$ cat config.mk
export PLATFORM = sky130hd
export DESIGN_NAME = park_buzzer_gear_speed_controller_flat
export DESIGN_NICKNAME = d
export VERILOG_FILES = /design/src/hw/rtl/pbgsc_pkg.sv /design/src/hw/rtl/pbgsc_if.sv /design/src/hw/rtl/park_buzzer_gear_speed_controller.sv /design/src/flat_wrapper.sv
export SDC_FILE = /design/constraint.sdc
export NUM_CORES = 1
export LEC_CHECK = 0
export BUFFER_PORTS_ARGS = -buffer_cell sky130_fd_sc_hd__clkbuf_2
export CAP_MARGIN = 20
export CORE_ASPECT_RATIO = 2
export CORE_MARGIN = 2
export CORE_UTILIZATION = 45
export DETAILED_ROUTE_END_ITERATION = 8
export PLACE_DENSITY = 0.71
export SLEW_MARGIN = 25
export SYNTH_ARGS = -nofsm -noshare
export SYNTH_HDL_FRONTEND = slang
export SYNTH_SLANG_ARGS = --single-unit
$ cat constraint.sdc
create_clock -name clk -period 6.4 [get_ports clk]
set_clock_uncertainty 0.2 [all_clocks]
set_input_delay 0.32 -clock clk [delete_from_list [all_inputs] [get_ports clk]]
set_output_delay 0.32 -clock clk [all_outputs]
set_load 0.1 [all_outputs]
$ cat src/hw/rtl/pbgsc_pkg.sv
// ---------------------------------------------------------------------------
// pbgsc_pkg
// Shared types and codes for the park buzzer gear/speed controller.
// ---------------------------------------------------------------------------
package pbgsc_pkg;

  localparam int SpeedW   = 12;
  localparam int WaitW    = 16;
  localparam int GearW    = 3;
  localparam int CmdW     = 2;
  localparam int CfgIdxW  = 1;
  localparam int CfgDataW = 16;

  // Register indexes on the configuration port.
  localparam logic [CfgIdxW-1:0] CFG_SWITCH_OFF_SPEED = 1'd0;
  localparam logic [CfgIdxW-1:0] CFG_OFF_WAIT_TICKS   = 1'd1;

  localparam logic [SpeedW-1:0] SWITCH_OFF_SPEED_RST = 12'd100;
  localparam logic [WaitW-1:0]  OFF_WAIT_TICKS_RST   = 16'd1000;

  // Item opcodes and frame kinds.
  localparam logic OP_FRAME = 1'b0;
  localparam logic OP_TICK  = 1'b1;

  localparam logic [1:0] KIND_SPEED = 2'd0;
  localparam logic [1:0] KIND_GEAR  = 2'd1;

  // Stored gear codes.
  localparam logic [GearW-1:0] GEAR_NONE = 3'd0;
  localparam logic [GearW-1:0] GEAR_P    = 3'd1;
  localparam logic [GearW-1:0] GEAR_R    = 3'd2;
  localparam logic [GearW-1:0] GEAR_N    = 3'd3;
  localparam logic [GearW-1:0] GEAR_D    = 3'd4;

  // Buzzer switch commands.
  localparam logic [CmdW-1:0] CMD_NONE = 2'd0;
  localparam logic [CmdW-1:0] CMD_ON   = 2'd1;
  localparam logic [CmdW-1:0] CMD_OFF  = 2'd2;

  // Payload bit masks of the gear nibble and the speed upper nibble.
  localparam logic [7:0] MASK_NIBBLE = 8'h0F;
  localparam logic [7:0] MASK_P      = 8'h01;
  localparam logic [7:0] MASK_R      = 8'h02;
  localparam logic [7:0] MASK_N      = 8'h04;
  localparam logic [7:0] MASK_D      = 8'h08;

  typedef enum logic [1:0] {
    BZ_ENABLED  = 2'b01,
    BZ_DISABLED = 2'b10
  } buzzer_state_t;

  typedef enum logic [3:0] {
    EV_NONE   = 4'b0001,
    EV_SPEED  = 4'b0010,
    EV_GEAR   = 4'b0100,
    EV_EXPIRY = 4'b1000
  } event_t;

endpackage

$ cat src/hw/rtl/pbgsc_if.sv
// ---------------------------------------------------------------------------
// pbgsc_in_if / pbgsc_out_if
// Valid/ready channels for input items and result items.
// ---------------------------------------------------------------------------
interface pbgsc_in_if;
  logic       valid;
  logic       ready;
  logic       op;
  logic [1:0] frame_kind;
  logic [7:0] byte0;
  logic [7:0] byte1;

  modport source (output valid, output op, output frame_kind, output byte0,
                  output byte1, input ready);
  modport sink   (input valid, input op, input frame_kind, input byte0,
                  input byte1, output ready);
endinterface

interface pbgsc_out_if;
  logic        valid;
  logic        ready;
  logic        buzzer_enabled;
  logic [1:0]  buzzer_cmd;
  logic        timer_running;
  logic [11:0] speed_seen;
  logic [2:0]  gear_seen;

  modport source (output valid, output buzzer_enabled, output buzzer_cmd,
                  output timer_running, output speed_seen, output gear_seen,
                  input ready);
  modport sink   (input valid, input buzzer_enabled, input buzzer_cmd,
                  input timer_running, input speed_seen, input gear_seen,
                  output ready);
endinterface

$ cat src/hw/rtl/park_buzzer_gear_speed_controller.sv
// ---------------------------------------------------------------------------
// park_buzzer_gear_speed_controller
// Parking buzzer enable logic driven by decoded speed/gear frames and ticks.
// ---------------------------------------------------------------------------
// A result word appears in the cycle after its input word is accepted.
// Throughput: one word per cycle unless the output stalls; state and result
// registers load at the accepting edge, so the next word sees the new state.
// Reset (rst, synchronous, active high): buzzer enabled, speed and gear
// unknown, countdown stopped, registers back to their defaults, no result.
// ---------------------------------------------------------------------------
module park_buzzer_gear_speed_controller import pbgsc_pkg::*; (
  input  logic                clk,
  input  logic                rst,
  pbgsc_in_if.sink            in_ch,
  pbgsc_out_if.source         out_ch,
  input  logic                cfg_we,
  input  logic [CfgIdxW-1:0]  cfg_index,
  input  logic [CfgDataW-1:0] cfg_data
);

  // Configuration registers.
  logic [SpeedW-1:0] switch_off_speed;
  logic [WaitW-1:0]  off_wait_ticks;

  // Controller state and its next values.
  buzzer_state_t     buzzer, buzzer_next;
  logic [SpeedW-1:0] stored_speed, stored_speed_next;
  logic              speed_known, speed_known_next;
  logic [GearW-1:0]  stored_gear, stored_gear_next;
  logic [WaitW-1:0]  countdown, countdown_next;
  logic              countdown_active, countdown_active_next;

  // Result register.
  logic              res_valid;
  logic              res_enabled;
  logic [CmdW-1:0]   res_cmd;
  logic              res_timer;
  logic [SpeedW-1:0] res_speed;
  logic [GearW-1:0]  res_gear;

  logic              accept;
  event_t            ev;
  logic [CmdW-1:0]   cmd;
  logic [SpeedW-1:0] frame_speed;
  logic [GearW-1:0]  frame_gear;
  logic              spd_zero, spd_high, spd_mid;

  // The result register acts as the output stage: a new word is taken
  // whenever it is empty or is being emptied in the same cycle.
  assign in_ch.ready = !res_valid || out_ch.ready;
  assign accept      = in_ch.valid && in_ch.ready;

  assign frame_speed = {in_ch.byte1[3:0] & MASK_NIBBLE[3:0], in_ch.byte0};

  // Lowest set bit of the gear nibble wins; an empty nibble means no gear.
  always_comb begin
    if ((in_ch.byte0 & MASK_P) != 8'd0) begin
      frame_gear = GEAR_P;
    end else if ((in_ch.byte0 & MASK_R) != 8'd0) begin
      frame_gear = GEAR_R;
    end else if ((in_ch.byte0 & MASK_N) != 8'd0) begin
      frame_gear = GEAR_N;
    end else if ((in_ch.byte0 & MASK_D) != 8'd0) begin
      frame_gear = GEAR_D;
    end else begin
      frame_gear = GEAR_NONE;
    end
  end

  // First stage of the step: store the new value and decide which event,
  // if any, this word raises. A value fires only when it changes, and the
  // first speed ever seen always fires.
  always_comb begin
    stored_speed_next = stored_speed;
    speed_known_next  = speed_known;
    stored_gear_next  = stored_gear;
    ev                = EV_NONE;
    if (in_ch.op == OP_TICK) begin
      if (countdown_active && countdown <= WaitW'(1)) begin
        ev = EV_EXPIRY;
      end
    end else if (in_ch.frame_kind == KIND_SPEED) begin
      if (!speed_known || frame_speed != stored_speed) begin
        stored_speed_next = frame_speed;
        speed_known_next  = 1'b1;
        ev                = EV_SPEED;
      end
    end else if (in_ch.frame_kind == KIND_GEAR) begin
      if (frame_gear != GEAR_NONE && frame_gear != stored_gear) begin
        stored_gear_next = frame_gear;
        ev               = EV_GEAR;
      end
    end
  end

  // Speed tests see the updated speed. With no speed known they are all false.
  assign spd_zero = speed_known_next && stored_speed_next == '0;
  assign spd_high = speed_known_next && stored_speed_next >= switch_off_speed;
  assign spd_mid  = speed_known_next && stored_speed_next != '0 &&
                    stored_speed_next < switch_off_speed;

  // Buzzer machine and countdown.
  always_comb begin
    buzzer_next           = buzzer;
    countdown_next        = countdown;
    countdown_active_next = countdown_active;
    cmd                   = CMD_NONE;

    // A tick only counts down a running timer; expiry clears it.
    if (in_ch.op == OP_TICK && countdown_active) begin
      if (countdown <= WaitW'(1)) begin
        countdown_next        = '0;
        countdown_active_next = 1'b0;
      end else begin
        countdown_next = countdown - WaitW'(1);
      end
    end

    case (buzzer)
      BZ_ENABLED: begin
        case (ev)
          EV_SPEED: begin
            // Reverse keeps the buzzer as it is.
            if (stored_gear_next != GEAR_R) begin
              if (spd_zero) begin
                countdown_next        = off_wait_ticks;
                countdown_active_next = 1'b1;
              end else begin
                countdown_active_next = 1'b0;
                if (spd_high) begin
                  cmd         = CMD_OFF;
                  buzzer_next = BZ_DISABLED;
                end
              end
            end
          end
          EV_GEAR: begin
            if (stored_gear_next == GEAR_P) begin
              cmd                   = CMD_OFF;
              countdown_active_next = 1'b0;
              buzzer_next           = BZ_DISABLED;
            end else if (stored_gear_next == GEAR_R) begin
              countdown_active_next = 1'b0;
            end else if (stored_gear_next == GEAR_N) begin
              if (spd_zero || spd_high) begin
                cmd                   = CMD_OFF;
                countdown_active_next = 1'b0;
                buzzer_next           = BZ_DISABLED;
              end
            end else if (stored_gear_next == GEAR_D) begin
              if (spd_zero) begin
                countdown_next        = off_wait_ticks;
                countdown_active_next = 1'b1;
              end
            end
          end
          EV_EXPIRY: begin
            cmd         = CMD_OFF;
            buzzer_next = BZ_DISABLED;
          end
          default: begin
          end
        endcase
      end
      BZ_DISABLED: begin
        case (ev)
          EV_SPEED: begin
            if (stored_gear_next != GEAR_P && spd_mid) begin
              cmd         = CMD_ON;
              buzzer_next = BZ_ENABLED;
            end
          end
          EV_GEAR: begin
            if (stored_gear_next == GEAR_R) begin
              cmd         = CMD_ON;
              buzzer_next = BZ_ENABLED;
            end else if (stored_gear_next == GEAR_N) begin
              if (spd_mid) begin
                cmd         = CMD_ON;
                buzzer_next = BZ_ENABLED;
              end
            end else if (stored_gear_next == GEAR_D) begin
              // Standstill in drive re-arms the buzzer with the off-wait timer.
              if (spd_zero) begin
                cmd                   = CMD_ON;
                countdown_next        = off_wait_ticks;
                countdown_active_next = 1'b1;
                buzzer_next           = BZ_ENABLED;
              end
            end
          end
          default: begin
          end
        endcase
      end
      default: begin
        buzzer_next = BZ_ENABLED;
      end
    endcase
  end

  // Configuration writes.
  always_ff @(posedge clk) begin
    if (rst) begin
      switch_off_speed <= SWITCH_OFF_SPEED_RST;
      off_wait_ticks   <= OFF_WAIT_TICKS_RST;
    end else if (cfg_we) begin
      case (cfg_index)
        CFG_SWITCH_OFF_SPEED: switch_off_speed <= cfg_data[SpeedW-1:0];
        CFG_OFF_WAIT_TICKS:   off_wait_ticks   <= cfg_data[WaitW-1:0];
        default: begin
        end
      endcase
    end
  end

  // State update on every accepted word.
  always_ff @(posedge clk) begin
    if (rst) begin
      buzzer           <= BZ_ENABLED;
      stored_speed     <= '0;
      speed_known      <= 1'b0;
      stored_gear      <= GEAR_NONE;
      countdown        <= '0;
      countdown_active <= 1'b0;
    end else if (accept) begin
      buzzer           <= buzzer_next;
      stored_speed     <= stored_speed_next;
      speed_known      <= speed_known_next;
      stored_gear      <= stored_gear_next;
      countdown        <= countdown_next;
      countdown_active <= countdown_active_next;
    end
  end

  // Result register: valid is control, the payload needs no reset.
  always_ff @(posedge clk) begin
    if (rst) begin
      res_valid <= 1'b0;
    end else if (accept) begin
      res_valid <= 1'b1;
    end else if (out_ch.ready) begin
      res_valid <= 1'b0;
    end
  end

  always_ff @(posedge clk) begin
    if (accept) begin
      res_enabled <= (buzzer_next == BZ_ENABLED);
      res_cmd     <= cmd;
      res_timer   <= countdown_active_next;
      res_speed   <= stored_speed_next;
      res_gear    <= stored_gear_next;
    end
  end

  assign out_ch.valid          = res_valid;
  assign out_ch.buzzer_enabled = res_enabled;
  assign out_ch.buzzer_cmd     = res_cmd;
  assign out_ch.timer_running  = res_timer;
  assign out_ch.speed_seen     = res_speed;
  assign out_ch.gear_seen      = res_gear;

endmodule

$ cat src/flat_wrapper.sv
// flat-port wrapper written by rule: the top's interface ports become plain ports
module park_buzzer_gear_speed_controller_flat import pbgsc_pkg::*;
  (clk, rst, cfg_we, cfg_index, cfg_data, in_ch_valid, in_ch_op, in_ch_frame_kind, in_ch_byte0, in_ch_byte1, in_ch_ready, out_ch_valid, out_ch_buzzer_enabled, out_ch_buzzer_cmd, out_ch_timer_running, out_ch_speed_seen, out_ch_gear_seen, out_ch_ready);
  pbgsc_in_if in_ch_i ();
  pbgsc_out_if out_ch_i ();
  input  logic clk;
  input  logic rst;
  input  logic cfg_we;
  input  logic [CfgIdxW-1:0] cfg_index;
  input  logic [CfgDataW-1:0] cfg_data;
  input wire logic [$bits(in_ch_i.valid)-1:0] in_ch_valid;
  input wire logic [$bits(in_ch_i.op)-1:0] in_ch_op;
  input wire logic [$bits(in_ch_i.frame_kind)-1:0] in_ch_frame_kind;
  input wire logic [$bits(in_ch_i.byte0)-1:0] in_ch_byte0;
  input wire logic [$bits(in_ch_i.byte1)-1:0] in_ch_byte1;
  output wire logic [$bits(in_ch_i.ready)-1:0] in_ch_ready;
  output wire logic [$bits(out_ch_i.valid)-1:0] out_ch_valid;
  output wire logic [$bits(out_ch_i.buzzer_enabled)-1:0] out_ch_buzzer_enabled;
  output wire logic [$bits(out_ch_i.buzzer_cmd)-1:0] out_ch_buzzer_cmd;
  output wire logic [$bits(out_ch_i.timer_running)-1:0] out_ch_timer_running;
  output wire logic [$bits(out_ch_i.speed_seen)-1:0] out_ch_speed_seen;
  output wire logic [$bits(out_ch_i.gear_seen)-1:0] out_ch_gear_seen;
  input wire logic [$bits(out_ch_i.ready)-1:0] out_ch_ready;
  assign in_ch_i.valid = in_ch_valid;
  assign in_ch_i.op = in_ch_op;
  assign in_ch_i.frame_kind = in_ch_frame_kind;
  assign in_ch_i.byte0 = in_ch_byte0;
  assign in_ch_i.byte1 = in_ch_byte1;
  assign in_ch_ready = in_ch_i.ready;
  assign out_ch_valid = out_ch_i.valid;
  assign out_ch_buzzer_enabled = out_ch_i.buzzer_enabled;
  assign out_ch_buzzer_cmd = out_ch_i.buzzer_cmd;
  assign out_ch_timer_running = out_ch_i.timer_running;
  assign out_ch_speed_seen = out_ch_i.speed_seen;
  assign out_ch_gear_seen = out_ch_i.gear_seen;
  assign out_ch_i.ready = out_ch_ready;
  park_buzzer_gear_speed_controller u_core (.clk(clk), .rst(rst), .in_ch(in_ch_i), .out_ch(out_ch_i), .cfg_we(cfg_we), .cfg_index(cfg_index), .cfg_data(cfg_data));
endmodule
==> metrics.txt, run 1 <==
status=completed; Period Utilization, post-route=roughly two thirds; CTS Buf Count=9; routed length on met3=about 410 um; worst-case clock buffer depth=2; Worst setup EP type=flip-flop; clk sinks=between 80 and 90; leak pwr=2.055 nW; # rows=53; ANT cells=0; f_max=229.7 MHz; final hold vios=0; cell family with most CP delay=simple AND/OR/NAND/NOR gates; Worst Path Max Fanout=8; pin count of the biggest net entering global routing=66; Initial Utilization=45.78%; fillers=roughly 1.0k; wire per inst=between 15 and 20 um; most frequent cells in the layout=99 x nand2_1, 64 x dfxtp_1, 57 x clkbuf_2; Post-synth EDFFs=19; Synth Area in Simple Gates=24.34%; Ys Warns=0; post-synthesis adder-cell area fraction=4.201%; gr usage total=22.18%; dpl hpwl=9.025 mm; RSZ-0062 raised after global routing=no; mux cell area share after synthesis=2.337%; Area Overhead vs Synth=14.57%; Core Area=~10000 um^2; cell area after synthesis=4766 um^2; Synth top area share=26.88%; CP peak stage delay=460 ps; Cell Pwr Density=270.9 nW/um^2; Die Width=76.77 um; Crit path depth=15; Min-Delay Path Depth=2; Slew HR=36.74%; total congestion overflow=0; Post CTS Setup Buffer Count=0; root buf cell=clkbuf_16; Post-Synth XOR/XNOR Area=2.573%; #FFs+latches synth=between 80 and 90; Syn Inst Count=559; detailed-route DRC error count=0; Buf/Inv on CP=0; part of the Yosys area used for sequential elements=38.86%; Yosys top cell by area=dfxtp_1; Top Metal Used=met4; # H-tree levels=3; synth top area cells=dfxtp_1 27%, edfxtp_1 12%, nand2_1 7.8%; IO Pins=slightly above 60; slowest CP cell=nor4_2; GPL Wtd Cong=slightly above 0.9; HP Class=input port to flip-flop; drt total wl=12.51 mm; final setup fails=0; post-synthesis compound-gate area fraction=21.97%; setup_tns=0 ps; Met2 Routed Length=~6.9 mm; Post-Syn Nets=616; Crit path required time=6380 ps; Worst EP arrival=4330 ps; critical path, cell by cell=xnor2_1 > nand3_1 > nor4_2 > nor2_1 > mux2_2 > ha_1 > a21oi_1 > o21ai_0 > a21oi_1 > nor3b_1 > o211ai_1 > o32a_1 > nor2b_1 > nor3_1 > nor3_1; CTS tree=built; reg2reg path depth=15; Max VDD drop=about 170 uV; clock transition at the registers of the reported paths=70 ps; Max Cap Viol=0; CTS resizes=0; most common cell after layout, fill and taps aside=nand2_1; placed cell area=5107 um^2; Slew @ Worst Pin=between 900 and 1000 ps; design area=5460 um^2; critical path class=flip-flop to flip-flop; syn_area_per_cell=8.526 um^2; Die H=between 100 and 150 um; Met1 Wirelength=between 4 and 5 mm; Post-synth top flop=dfxtp_1; fraction of registers with async set/reset=0%; CP startpoint kind=flip-flop; final slew viol count=0; full die area=11480 um^2; post-synth cell types=between 60 and 70; DRT Pass-1 Iters=8; Final min period=between 4000 and 5000 ps; initial antenna violation count=0; layout cells sized above 1=about a fifth; post-DR vias/cell=5.733; first-pass GRT wire length=20.44 mm; Via Count=between 4k and 5k; Final ANT Viol Nets=0; Skew-Pair Late Insertion Delay=340 ps; number of nets in the layout=664; PortBufs=57; initial drt markers=approximately 290; vias in the first global route=4347; largest family of logic cells by synthesized area=simple AND/OR/NAND/NOR gates
metrics by stage:
step | instances | util (%) | setup WS, ps | total power, W | hold WS [ps]
finish | 749 | 52.45 | 2047 | 0.001479 | 12.81
global placement | 729 | 49.06 | 1888 | 0.0009436 | 242.3
global route | 749 | 52.45 | 1815 | 0.001538 | 16.82
CTS | 749 | 52.45 | 2079 | 0.001489 | 4.366
detailed placement | 729 | 49.06 | 1840 | 0.0009538 | 247.3
floorplan | 559 | - | 2444 | 0.0008834 | 236.0
flip-flops by register name (all words and copies together), names as in the netlist:
signal / flops
u_core.switch_off_speed: 12
u_core.countdown_active: 1
u_core.out_ch.gear_seen: 3
u_core.countdown: 16
u_core.out_ch.valid: 1
u_core.off_wait_ticks: 16
u_core.out_ch.buzzer_cmd: 2
u_core.stored_speed: 12
u_core.out_ch.speed_seen: 12
u_core.out_ch.timer_running: 1
u_core.buzzer: 2
u_core.speed_known: 1
u_core.out_ch.buzzer_enabled: 1
u_core.stored_gear: 3
Yosys cell counts, types with 5 or more instances:
cell type  number
nor4_1         13
clkbuf_1       13
dfxtp_1        64
edfxtp_1       19
o21a_1          5
nand2_1        99
inv_1          34
nand3_1        11
nand3b_1        7
a22oi_1        10
nor3_1         17
mux2_2          9
nor2_1         38
ha_1           16
a21oi_1        55
nor2b_1         8
xnor2_1        13
o32ai_2         7
nand2b_1        7
buf_2           5
o21ai_0        12
o32ai_1         5
a21oi_2         6
layout make-up:
cell class | instances | area (um^2) | share of cell area (%)
multi-input combinational | 413 | 2641 | 48.37
sequential | 83 | 1852 | 33.91
timing repair buffer | 64 | 347.8 | 6.370
clock buffer | 12 | 277.8 | 5.087
tap | 137 | 171.4 | 3.139
inverter | 36 | 135.1 | 2.475
clock inverter | 4 | 35.03 | 0.6416
power by group:
group	total, W	switching [W]	internal [W]
clock network	0.000531	0.000218	0.000313
logic	0.000358	0.000254	0.000104
registers	0.000590	0.0000212	0.000569
routing by layer:
| layer | track usage (%) | vias to the layer above |
|---|---|---|
| met3 | 3.016 | 31 |
| met5 | 0 | - |
| met1 | 21.79 | 2034 |
| li1 | - | 2102 |
| met2 | 42.76 | 127 |
| met4 | 13.73 | 0 |
what timing repair did:
| action | in CTS | in global routing |
|---|---|---|
| endpoints found under the hold margin | 4 | 0 |
| setup endpoints to repair | 0 | 0 |
| hold buffers | 4 | 0 |
logic make-up (layout without fill, tap and decap cells):
family	after synthesis	count (layout)
AND/OR/NAND/NOR	231	231
AO/OA/AOI/OAI	142	142
flip-flops	83	83
buffers and inverters	63	116
adder cells (fa/ha/maj)	16	16
XOR/XNOR	14	14
multiplexers	10	10
final timing paths:
| path | startpoint | to | slack (ps) |
|---|---|---|---|
| min | cfg_data[5] | u_core.switch_off_speed[5]$_SDFFE_PP1P_ | 10 |
| max reg2reg | u_core.stored_speed[11]$_SDFFE_PP0P_ | u_core.out_ch.buzzer_enabled$_DFFE_PP_ | 2050 |
| max | u_core.stored_speed[11]$_SDFFE_PP0P_ | u_core.out_ch.buzzer_enabled$_DFFE_PP_ | 2050 |
| min reg2reg | u_core.switch_off_speed[3]$_SDFFE_PP0P_ | u_core.switch_off_speed[3]$_SDFFE_PP0P_ | 250 |
No activity file was read; power rests on OpenSTA's default activity.
==> run 2, diff against run 1 <==
==> constraint.sdc (replaced) <==
create_clock -name clk -period 4.2 [get_ports clk]
set_clock_uncertainty 0.2 [all_clocks]
set_input_delay 0.21 -clock clk [delete_from_list [all_inputs] [get_ports clk]]
set_output_delay 0.21 -clock clk [all_outputs]
set_load 0.1 [all_outputs]
==> metrics.txt, run 2 (same netlist as run 1, synthesis figures left out) <==
Worst EP arrival=4000 ps (was 4330 ps); largest registers=u_core.countdown x16, u_core.off_wait_ticks x16 (unchanged); setup_tns=0 ps (unchanged); number of nets in the layout=694 (was 664); final core utilization=55.26% (was 52.45%); Final ANT Viol Nets=0 (unchanged); WHS=85.60 ps (was 12.81 ps); gr usage total=22.36% (was 22.18%); PortBufs=57 (unchanged); final hold vios=0 (unchanged); min setup slack post-route=73.78 ps (was 2047 ps); first-pass GRT wire length=20.62 mm (was 20.44 mm); Final min period=4126 ps (was 4353 ps); Area Overhead vs Synth=20.71% (was 14.57%); clk sinks=83 (unchanged); final setup fails=0 (unchanged); Slew @ Worst Pin=940.9 ps (was 941.8 ps); f_max=242.4 MHz (was 229.7 MHz); CTS tree=built (unchanged); wire per inst=16.11 um (was 16.71 um); CP startpoint kind=flip-flop (unchanged); slowest CP cell=or4_1 (was nor4_2); HP Class=input port to flip-flop (unchanged); DRT Pass-1 Iters=5 (was 8); Core Area=10410 um^2 (unchanged); CTS Buf Count=9 (unchanged); layout cells sized above 1=21.96% (was 19.61%); pin count of the biggest net entering global routing=66 (unchanged); routed length on met3=389 um (was 410 um); vias in the first global route=4382 (was 4347); IO Pins=62 (unchanged); final slew viol count=0 (unchanged); CP peak stage delay=510 ps (was 460 ps); critical path class=flip-flop to flip-flop (unchanged); Die H=149.5 um (unchanged); root buf cell=clkbuf_16 (unchanged); total congestion overflow=0 (unchanged); Top Metal Used=met4 (unchanged); Cell Pwr Density=395.7 nW/um^2 (was 270.9 nW/um^2); design area=5753 um^2 (was 5460 um^2); Via Count=4397 (was 4294); Crit path required time=4080 ps (was 6380 ps); GPL Wtd Cong=0.9060 (was 0.9170); worst-case clock buffer depth=2 (unchanged); Worst Path Max Fanout=8 (unchanged); full die area=11480 um^2 (unchanged); Met2 Routed Length=7.068 mm (was 6.928 mm); initial antenna violation count=0 (unchanged); post-DR vias/cell=5.644 (was 5.733); initial drt markers=260 (was 294); Worst setup EP type=flip-flop (unchanged); ANT cells=0 (unchanged); # rows=53 (unchanged); most frequent cells in the layout=99 x nand2_1, 64 x dfxtp_1, 57 x clkbuf_2 (unchanged); pre-CTS setup slack=-17.76 ps (was 1840 ps); placed cell area=5228 um^2 (was 5107 um^2); critical path, cell by cell=xnor2_1 > nand4_1 > nor4_4 > nor2_4 > mux2_2 > ha_1 > and4_1 > nand2_1 > or4_1 > a21oi_1 > o21bai_1 > o211ai_1 > and2_4 > o21a_1 > nor3_1 (was xnor2_1 > nand3_1 > nor4_2 > nor2_1 > mux2_2 > ha_1 > a21oi_1 > o21ai_0 > a21oi_1 > nor3b_1 > o211ai_1 > o32a_1 > nor2b_1 > nor3_1 > nor3_1); Max VDD drop=286.3 uV (was 174.9 uV); dpl hpwl=9.155 mm (was 9.025 mm); Die Width=76.77 um (unchanged); leak pwr=2.211 nW (was 2.055 nW); most common cell after layout, fill and taps aside=nand2_1 (unchanged); status=completed (unchanged); # H-tree levels=3 (unchanged); Slew HR=37.14% (was 36.74%); RSZ-0062 raised after global routing=yes (was no); drt total wl=12.55 mm (was 12.51 mm); detailed-route DRC error count=0 (unchanged); Skew-Pair Late Insertion Delay=340 ps (about the same); Period Utilization, post-route=98.24% (was 68.02%); Initial Utilization=45.78% (unchanged); Max Cap Viol=0 (unchanged); Met1 Wirelength=4.650 mm (was 4.525 mm); clock transition at the registers of the reported paths=70 ps (about the same)
run 2: changes by cell type in the layout (fill, tap and decap cells not counted), moves of 2 or more:
cell,previous run,this run
nor3b_1,4,2
dlygate4sd3_1,4,18
nor3b_2,0,2
buf_4,3,19
clkbuf_8,2,0
run 2: area by class of cell:
| cell class | count | area [um^2] |
|---|---|---|
| clock inverter | 6 | 62.56 |
| inverter | 36 | 135.1 |
| tap | 137 | 171.4 |
| fill | 971 | 4658 |
| timing repair buffer | 94 | 608.1 |
| clock buffer | 10 | 250.2 |
| sequential | 83 | 1852 |
| multi-input combinational | 413 | 2674 |
run 2: critical path: cells and delay by family, from the launching register on:
kind | cells | cell delay [ps]
flip-flops | 1 | 400
AND/OR/NAND/NOR | 8 | 1810
multiplexers | 1 | 310
adder cells (fa/ha/maj) | 1 | 320
XOR/XNOR | 1 | 150
AO/OA/AOI/OAI | 4 | 660
run 2: what timing repair did:
action / 4_1_cts / 5_1_grt
resized for setup: 0 / 7
setup endpoints to repair: 0 / 7
setup buffers: 0 / 0
hold endpoints to repair: 29 / 0
hold buffers: 18 / 0
run 2: path summary, 6_finish.rpt:
kind	slack, ps	cells past startpoint	startpoint	end
worst min-delay path	90	2	in_ch_byte1[3]	u_core.out_ch.speed_seen[11]$_DFFE_PP_
worst min register to register	260	2	u_core.switch_off_speed[3]$_SDFFE_PP0P_	u_core.switch_off_speed[3]$_SDFFE_PP0P_
worst max-delay path	70	15	u_core.stored_speed[2]$_SDFFE_PP0P_	u_core.out_ch.buzzer_enabled$_DFFE_PP_
worst max register to register	70	15	u_core.stored_speed[2]$_SDFFE_PP0P_	u_core.out_ch.buzzer_enabled$_DFFE_PP_
run 2: metrics by stage:
step | cells | power [W]
6_report | 779 | 0.002277
5_1_grt | 779 | 0.002372
4_1_cts | 779 | 0.002284
3_5_place_dp | 745 | 0.001464
3_3_place_gp | 745 | 0.001450
2_1_floorplan | 559 | 0.001346
run 2: power by group:
part           internal, W  total, W  switching (W)
clock network     0.000454  0.000808       0.000354
registers         0.000866  0.000897      0.0000305
logic             0.000177  0.000572       0.000394
run 2: routing by layer:
metal / GRT usage, % / vias up
li1: - / 2160
met1: 22.66 / 2084
met2: 43.42 / 124
met3: 2.835 / 29
met4: 11.91 / 0
met5: 0 / -
==> run 3, diff against run 2 <==
--- a/config.mk
+++ b/config.mk
@@ -5,14 +5,15 @@
 export SDC_FILE = /design/constraint.sdc
 export NUM_CORES = 1
 export LEC_CHECK = 0
-export BUFFER_PORTS_ARGS = -buffer_cell sky130_fd_sc_hd__clkbuf_2
 export CAP_MARGIN = 20
 export CORE_ASPECT_RATIO = 2
 export CORE_MARGIN = 2
 export CORE_UTILIZATION = 45
 export DETAILED_ROUTE_END_ITERATION = 8
-export PLACE_DENSITY = 0.71
-export SLEW_MARGIN = 25
+export DONT_BUFFER_PORTS = 1
+export PLACE_DENSITY = 0.66
+export REMOVE_ABC_BUFFERS = 1
+export SLEW_MARGIN = 20
 export SYNTH_ARGS = -nofsm -noshare
 export SYNTH_HDL_FRONTEND = slang
 export SYNTH_SLANG_ARGS = --single-unit
==> metrics.txt, run 3 (same netlist as run 1, synthesis figures left out) <==
initial drt markers=203 (was 260); Sw Ratio=33.22% (was 34.23%); Initial Utilization=45.78% (unchanged); wire per inst=17.11 um (was 16.11 um); Register-to-Register Setup Slack=200 ps (was 70 ps); CP peak stage delay=500 ps (was 510 ps); WHS=9.056 ps (was 85.60 ps); vias in the first global route=4185 (was 4382); fin cells=724 (was 779); first-pass GRT wire length=20.00 mm (was 20.62 mm); drt total wl=12.39 mm (was 12.55 mm); DRT Pass-1 Iters=7 (was 5); Comb pwr share=18.8% (was 25.1%); final setup fails=0 (unchanged); RSZ-0062 raised after global routing=yes (unchanged); Skew-Pair Late Insertion Delay=340 ps (about the same); full die area=11480 um^2 (unchanged); Internal=0.001492 W (was 0.001497 W); most common cell after layout, fill and taps aside=nand2_1 (unchanged); Worst Path Max Fanout=10 (was 8); Final Power=0.002234 W (was 0.002277 W); dpl hpwl=8.934 mm (was 9.155 mm); # H-tree levels=3 (unchanged); Slew HR=36.11% (was 37.14%); final core utilization=52.97% (was 55.26%); worst-case clock buffer depth=2 (unchanged); initial antenna violation count=0 (unchanged); Max Cap Viol=0 (unchanged); Final ANT Viol Nets=0 (unchanged); clock power share=36.0% (was 35.5%); Die Width=76.77 um (unchanged); CTS Buf Count=9 (unchanged); pre-CTS setup slack=-38.59 ps (was -17.76 ps); pin count of the biggest net entering global routing=65 (was 66); status=completed (unchanged); most frequent cells in the layout=99 x nand2_1, 64 x dfxtp_1, 54 x a21oi_1 (was 99 x nand2_1, 64 x dfxtp_1, 57 x clkbuf_2); CTS tree=built (unchanged); final hold vios=0 (unchanged); sequential power share=45.2% (was 39.4%); clock transition at the registers of the reported paths=60 ps (was 70 ps); critical path, cell by cell=xnor2_1 > nand3_1 > nor4_4 > nor2_4 > mux2_2 > ha_1 > and4_1 > nand2_1 > or4_1 > a21oi_1 > o21bai_1 > o211ai_1 > and2_1 > o21a_1 > nor3_1 (was xnor2_1 > nand4_1 > nor4_4 > nor2_4 > mux2_2 > ha_1 > and4_1 > nand2_1 > or4_1 > a21oi_1 > o21bai_1 > o211ai_1 > and2_4 > o21a_1 > nor3_1); Slew @ Worst Pin=960.4 ps (was 940.9 ps); Max VDD drop=270.8 uV (was 286.3 uV); ANT cells=0 (unchanged); root buf cell=clkbuf_16 (unchanged); leak pwr=1.980 nW (was 2.211 nW); f_max=250.1 MHz (was 242.4 MHz); Cell Pwr Density=405.1 nW/um^2 (was 395.7 nW/um^2); hold endpoint=u_core.off_wait_ticks[4]$_SDFFE_PP0P_ (was u_core.out_ch.speed_seen[11]$_DFFE_PP_); # rows=53 (unchanged); Die H=149.5 um (unchanged); Switch Pwr=0.0007422 W (was 0.0007793 W); min setup slack post-route=201.5 ps (was 73.78 ps); reg2reg start=u_core.stored_speed[11]$_SDFFE_PP0P_ (was u_core.stored_speed[2]$_SDFFE_PP0P_); number of nets in the layout=639 (was 694); IO Pins=62 (unchanged); post-DR vias/cell=5.789 (was 5.644); Worst EP arrival=3890 ps (was 4000 ps); placed insts=679 (was 745); Via Count=4191 (was 4397); layout cells sized above 1=12.95% (was 21.96%); Area Overhead vs Synth=15.73% (was 20.71%); reg2reg path depth=15 (unchanged); Buf/Inv on CP=0 (unchanged); Post CTS Setup Buffer Count=0 (unchanged); largest registers=u_core.countdown x16, u_core.off_wait_ticks x16 (unchanged); HP Class=input port to flip-flop (unchanged); total congestion overflow=0 (unchanged); beginning of the worst hold path=rst (was in_ch_byte1[3]); slowest CP cell=or4_1 (unchanged); Core Area=10410 um^2 (unchanged); GPL Wtd Cong=0.8463 (was 0.9060); critical path class=flip-flop to flip-flop (unchanged); clk sinks=83 (unchanged); Crit path depth=15 (unchanged); PortBufs=0 (was 57); Worst setup EP type=flip-flop (unchanged); Crit path required time=4090 ps (was 4080 ps); cell family with most CP delay=simple AND/OR/NAND/NOR gates (unchanged); Final min period=3998 ps (was 4126 ps); Period Utilization, post-route=95.20% (was 98.24%); Reg-to-Reg End=u_core.out_ch.buzzer_enabled$_DFFE_PP_ (unchanged); CP startpoint kind=flip-flop (unchanged); Min-Delay Path Depth=2 (unchanged); gr usage total=22.18% (was 22.36%); final slew viol count=0 (unchanged); detailed-route DRC error count=0 (unchanged)
run 3: how the worst max path moves through the flow:
| stage | start | endpoint |
|---|---|---|
| after floorplan | u_core.out_ch.valid$_SDFFE_PP0P_ | u_core.countdown[0]$_SDFFE_PP0P_ |
| after global placement | u_core.stored_speed[1]$_SDFFE_PP0P_ | u_core.out_ch.buzzer_enabled$_DFFE_PP_ |
| after detailed placement | u_core.stored_speed[1]$_SDFFE_PP0P_ | u_core.out_ch.buzzer_cmd[1]$_DFFE_PP_ |
| after CTS | u_core.stored_speed[1]$_SDFFE_PP0P_ | u_core.out_ch.buzzer_cmd[1]$_DFFE_PP_ |
| after global routing | u_core.stored_speed[7]$_SDFFE_PP0P_ | u_core.out_ch.buzzer_enabled$_DFFE_PP_ |
| final | u_core.stored_speed[11]$_SDFFE_PP0P_ | u_core.out_ch.buzzer_enabled$_DFFE_PP_ |
run 3: final cells by class:
cell class	count	area [um^2]
fill	1005	4896
multi-input combinational	413	2675
sequential	83	1852
timing repair buffer	39	382.9
clock buffer	9	225.2
tap	137	171.4
inverter	36	135.1
clock inverter	7	73.82
run 3: per-layer routing:
layer	routed length, um	global-route usage (%)	vias to the layer above
li1	-	-	2051
met1	4486	21.70	1990
met2	6936	42.24	110
met3	387	3.438	40
met4	579	14.45	0
met5	0	0	-
run 3: power groups by stage:
stage | clock (W) | combinational [W] | sequential (W)
after detailed placement | 0 | 0.000374 | 0.00103
after CTS | 0.000815 | 0.000414 | 0.00101
final | 0.000803 | 0.000421 | 0.00101
after floorplan | 0 | 0.000290 | 0.00102
after global placement | 0 | 0.000360 | 0.00103
after global routing | 0.000847 | 0.000462 | 0.00101
run 3: stage by stage:
| step | area [um^2] | TNS, ps |
|---|---|---|
| 2_1_floorplan | 4628 | 0 |
| 3_3_place_gp | 4875 | 0 |
| 3_5_place_dp | 4875 | -52.72 |
| 4_1_cts | 5484 | 0 |
| 5_1_grt | 5515 | -10.19 |
| 6_report | 5515 | 0 |
run 3: timing repair:
action,CTS,global route
resized for setup,1,7
pin swaps,0,1
endpoints found under the setup margin,2,2
endpoints found under the hold margin,75,0
hold buffers,29,0
run 3: worst register-to-register path: cells and delay by family (launching register included):
family | cells | cell delay (ps)
AOI/OAI and AO/OA | 4 | 640
xor gates and xnor gates | 1 | 130
adders and majority gates | 1 | 330
DFF | 1 | 390
muxes | 1 | 340
and+or+nand+nor | 8 | 1710
